`config.mk`:
```
export PLATFORM = sky130hd
export DESIGN_NAME = dmdpt_ctrl
export DESIGN_NICKNAME = d
export VERILOG_FILES = /design/src/sv/dmdpt_pkg.sv /design/src/sv/dmdpt_ctrl.sv
export SDC_FILE = /design/constraint.sdc
export NUM_CORES = 1
export LEC_CHECK = 0
export BUFFER_PORTS_ARGS = -buffer_cell sky130_fd_sc_hd__buf_2
export CORE_AREA = 2 2 39 41
export CTS_BUF_LIST = sky130_fd_sc_hd__clkbuf_16
export DETAILED_ROUTE_END_ITERATION = 10
export DIE_AREA = 0 0 41 43
export GPL_ROUTABILITY_DRIVEN = 0
export SLEW_MARGIN = 20
export SYNTH_ARGS = -nofsm -noshare
export SYNTH_HDL_FRONTEND = slang
export SYNTH_SLANG_ARGS = --single-unit
export TNS_END_PERCENT = 10
```
`constraint.sdc`:
```
create_clock -name clk -period 1.5 [get_ports clk]
set_clock_uncertainty 0.05 [all_clocks]
set_input_delay 0.15 -clock clk [delete_from_list [all_inputs] [get_ports clk]]
set_output_delay 0.15 -clock clk [all_outputs]
set_load 0.02 [all_outputs]
```
`src/sv/dmdpt_pkg.sv`:
```
// Shared types and constants of the depth-preferred result table.
package dmdpt_pkg;

  // Table size; must be a power of two, the slot index is a bit slice of the key.
  localparam int SLOTS     = 65536;
  localparam int SLOT_BITS = $clog2(SLOTS);
  localparam int CNT_W     = $clog2(SLOTS + 1);
  localparam int USED_W    = 17;
  localparam int USED_MAX  = 131071;

  localparam logic [1:0] OP_PROBE = 2'd0;
  localparam logic [1:0] OP_STORE = 2'd1;
  localparam logic [1:0] OP_CLEAR = 2'd2;

  typedef struct packed {
    logic [63:0]        key;
    logic [15:0]        depth;
    logic signed [15:0] score;
    logic [1:0]         flag;
    logic [31:0]        move;
  } slot_t;

  typedef struct packed {
    logic capture;
    logic commit;
    logic sweep;
  } cmd_t;

  typedef struct packed {
    logic sweep_last;
    logic held_clear;
  } status_t;

endpackage

```
`src/sv/dmdpt_ctrl.sv`:
```
// Sequencer: valid-bit sweep, request capture, evaluate/commit and response valid.
module dmdpt_ctrl (
  input  logic                clk,
  input  logic                rst,
  input  logic                req_valid,
  output logic                req_ready,
  output logic                rsp_valid,
  input  logic                rsp_ready,
  input  dmdpt_pkg::status_t  status,
  output dmdpt_pkg::cmd_t     cmd
);

  typedef enum logic [1:0] {
    ST_SWEEP,
    ST_IDLE,
    ST_EVAL
  } state_t;

  state_t state;
  logic   out_free;

  assign req_ready   = (state == ST_IDLE);
  assign out_free    = !rsp_valid || rsp_ready;
  assign cmd.capture = req_valid && req_ready;
  assign cmd.commit  = (state == ST_EVAL) && out_free;
  assign cmd.sweep   = (state == ST_SWEEP);

  always_ff @(posedge clk) begin
    if (rst) begin
      state     <= ST_SWEEP;
      rsp_valid <= 1'b0;
    end else begin
      unique case (state)
        ST_SWEEP: begin
          if (status.sweep_last) state <= ST_IDLE;
        end
        ST_IDLE: begin
          if (cmd.capture) state <= ST_EVAL;
        end
        ST_EVAL: begin
          if (out_free) state <= status.held_clear ? ST_SWEEP : ST_IDLE;
        end
        default: state <= ST_SWEEP;
      endcase
      if (cmd.commit) begin
        rsp_valid <= 1'b1;
      end else if (rsp_ready) begin
        rsp_valid <= 1'b0;
      end
    end
  end

endmodule

```
Word-level counts from Yosys, hierarchy flattened
Cells that the tools add are included.
Widths: inputs -> output; s select.
- eq/ne operators: 5
- multiplexer cells: 7
- reductions and logical operators: 7
- operators by type and width (operator ; number):
    $mux 2 ; 3
    $pmux 2 s3 ; 1
    $ne 2x2->1 const B ; 2
    $mux 1 ; 3
    $reduce_and 3->1 ; 1
    $eq 2x1->1 const B ; 1
    $eq 2x2->1 const B ; 1
    $logic_and 1x1->1 ; 2
    $logic_not 2->1 ; 1
    $ne 2x1->1 const B ; 1
    $reduce_bool 2->1 ; 1
    $logic_not 1->1 ; 1
    $logic_or 1x1->1 ; 1
- register bits: 3
- input bits: 6
- output and inout bits: 5
- logic and storage cells: 21

Logic depth before layout (Yosys ltp)
- word-level depth: 4
- depth in mapped cells: 3
- mapped depth without buffers: 3

Least setup slack after synthesis
Ideal clock, no wire load.
- path type: flip-flop to output port
- start point: reg state[0]
- end point: out cmd[2] (netlist name)
- arrival time: 1.064 ns
- data required time: 1.300 ns
- slack: 0.236 ns
- cell stages (with the launch flop): 3
- buffers on the path: 0
- cells stage by stage: dfxtp_1 -> nor2b_1 -> and2_1
- RTL lines (item ; line ; text):
    start, declared ; dmdpt_ctrl.sv:19 ; state_t state;
    start signal, assigned ; dmdpt_ctrl.sv:41 ; if (out_free) state <= status.held_clear ? ST_SWEEP : ST_IDLE;
    end, declared ; dmdpt_ctrl.sv:10 ; output dmdpt_pkg::cmd_t cmd

==> impl_metrics.csv <==
group,metric,value,unit
cts,clkSlewWorstSetupHoldPaths,0.03,ns
cts,postCtsSetupBuffers,0,
pwr,fin_total_pwr,0.549,mW
cts,clkLatencyLatePin,0.23,ns
global_routing,overflow,0,
route,drtIter0Drc,2,
critical_path,crit_arrival,1.10,ns
global_routing,grt_pass1_vias,180,
flow_run,maxCapViolCount,0,
critical_path,reg2reg_slack,0.38,ns
critical_path,crit_type,"flop to output port",
cts,clock-root-buffer,"clkbuf_16",
finish,drive_gt1_share,45.2,%
timing,period_share,86.5,%
cts,hold_buffers,0,
route,vias,175,
critical_path,path_delay_family,"flip-flops",
timing,rsz0062_at_grt,"false",
synthesis,ys_ff_latch,3,
critical_path,slowest_stage,"dfxtp_1",
synthesis,synthCells,17,
route,ant_nets,0,
cts,clockBufferDepth,2,
global_routing,grt_antenna_before_repair,0,
die,design.die.area,1760,µm²
synthesis,synth_xor_area_share,0,%
timing,hold_viol,0,
critical_path,crit_required,1.30,ns
critical_path,r2r_start,"rsp_valid",
outcome,status,"finished, final reports clean",
timing,period_needed,1.30,ns
global_routing,grt_util_all_layers,6.92,%
critical_path,worstPathMaxFanout,4,
cts,ctsResizeCount,0,
global_routing,grt_pass1_wl,669,µm
timing,slew_headroom,87.8,%
critical_path,critPathLaunch,"state[0]",
pwr,p_per_area,1820,nW/µm²
timing,tightestPinTransition,0.183,ns
pwr,ir_drop,0.458,mV
synthesis,synth-seq-area-share,39.3,%
critical_path,r2r_cells,3,
critical_path,critPathLaunchType,"flop",
synthesis,synthSimpleGateAreaFrac,37.7,%
critical_path,cp_num_cells,3,
timing,max_freq,771,MHz
die,die_h,43,µm
pwr,cellLeakagePower,0.146,nW
cts,numCtsBuffers,3,
critical_path,path_cells,"nor2b_1 > and2_1 > buf_2",
critical_path,r2r_end,"state[0]",
finish,final_nets,38,
global_routing,grt_start_max_net_pins,5,
synthesis,synth_top_family_by_area,"simple AND/OR/NAND/NOR gates",
timing,maxSlewViolCount,0,
route,drc_errors,0,
place,numPortBuffers,10,
synthesis,ys_warn_count,0,
route,drt-total-wl,383,µm
min_path,hp-class,"primary input to flop",
synthesis,synth_compound_area_share,13.9,%
synthesis,synth_area,153,µm²
route,drtPass1Iterations,3,
die,initial_core_util,11.0,%
finish,area_delta_synth_final,97.5,%
synthesis,yosys-mux-area-fraction,6.56,%
critical_path,endpoint_kind,"output port",
route,post_drt_wl_per_cell,8.15,µm
die,rows,14,
finish,antenna_cells,0,
cts,clock_sinks,3,
cts,cts_tree,"built",
die,fp.dieW,41,µm
cts,htreeDepth,1,
route,routed_via_density,3.72,
timing,setup_viol,0,
synthesis,synth_fa_ha_area_share,0,%
die,core_area,1380,µm²
die,io_pins,11,
synthesis,syn_nets,23,
synthesis,synthDistinctLibCells,12,
synthesis,syn_area_per_cell,8.98,µm²
critical_path,slowest_delay,0.37,ns
critical_path,endpoint,"cmd[2]",
critical_path,worst-path-buf-inv,1,
timing,finalSetupTns,0,ns
==> cell type report <==
type / instances / area (µm²)
Clock inverter: 1 / 3.75
Multi-Input combinational cell: 13 / 88.8
Sequential cell: 3 / 60.1
Fill cell: 153 / 1080
Timing Repair Buffer: 10 / 50.0
Tap cell: 16 / 20.0
Inverter: 1 / 3.75
Clock buffer: 3 / 75.1
==> synth_stat cells <==
cell type / n / area (µm²)
dfxtp_1: 3 / 60.1
nor2_1: 3 / 11.3
nor2b_1: 2 / 12.5
a21oi_1: 1 / 5.00
a2bb2oi_1: 1 / 8.76
and2_1: 1 / 6.26
inv_1: 1 / 3.75
mux2i_1: 1 / 10.0
nand2b_1: 1 / 6.26
nand2b_4: 1 / 13.8
o31ai_1: 1 / 7.51
or4_1: 1 / 7.51
==> logic make-up (layout without fill, tap and decap cells) <==
logic type,count (synthesis),in the layout
buffers and inverters,1,15
muxes,1,1
and+or+nand+nor,9,9
AOI/OAI and AO/OA,3,3
DFF,3,3
==> metrics by stage <==
stage / std cells / hold slack (ns) / setup slack [ns] / util [%] / cell area (µm²)
final: 47 / 0.0825 / 0.203 / 21.8 / 302
after global routing: 47 / 0.103 / 0.0901 / 21.8 / 302
after CTS: 47 / 0.0849 / 0.182 / 21.8 / 302
after detailed placement: 43 / 0.319 / 0.375 / 16.1 / 223
after global placement: 43 / 0.314 / 0.387 / 16.1 / 223
after floorplan: 17 / 0.169 / 0.236 / - / 153
==> per-layer routing <==
metal | GRT usage (%) | vias up | routed length, µm
met2 | 9.06 | 6 | 219
met1 | 4.17 | 80 | 97
met4 | 10.0 | 0 | 22
li1 | - | 87 | -
met5 | 0 | - | 0
met3 | 6.28 | 2 | 44
==> worst register-to-register path, delay by kind of cell (launching register included) <==
kind             cells  cell delay [ns]
AND/OR/NAND/NOR      2             0.61
AO/OA/AOI/OAI        1             0.08
flip-flops           1             0.30
==> worst min path at each step <==
| stage | from | depth (start not counted) | end | slack, ns |
|---|---|---|---|---|
| 5_1_grt | rst | 2 | state[1] | 0.10 |
| 4_1_cts | rst | 2 | state[1] | 0.08 |
| 3_5_place_dp | rst | 2 | state[1] | 0.32 |
| 6_report | rst | 2 | state[1] | 0.08 |
| 3_3_place_gp | rst | 2 | state[1] | 0.31 |
| 2_1_floorplan | rst | 1 | rsp_valid | 0.17 |
==> state kept, by name, indices dropped and copies added (netlist names) <==
name / count
state: 2
rsp_valid: 1
==> placed cells by master, fill, tap and decap left out <==
master      n
o31ai_1     1
nor2b_1     2
inv_1       2
mux2i_1     1
and2_1      1
a2bb2oi_1   1
clkbuf_16   3
dfxtp_1     3
nor2_1      3
nand2b_1    1
a21oi_1     1
or4_1       1
buf_2      10
nand2b_4    1
==> power by group <==
part / internal (mW) / switching (mW)
sequential: 0.0844 / 0.00408
combinational: 0.0198 / 0.0221
clock: 0.344 / 0.0751
total: 0.448 / 0.101
No activity file was read; power rests on OpenSTA's default activity.
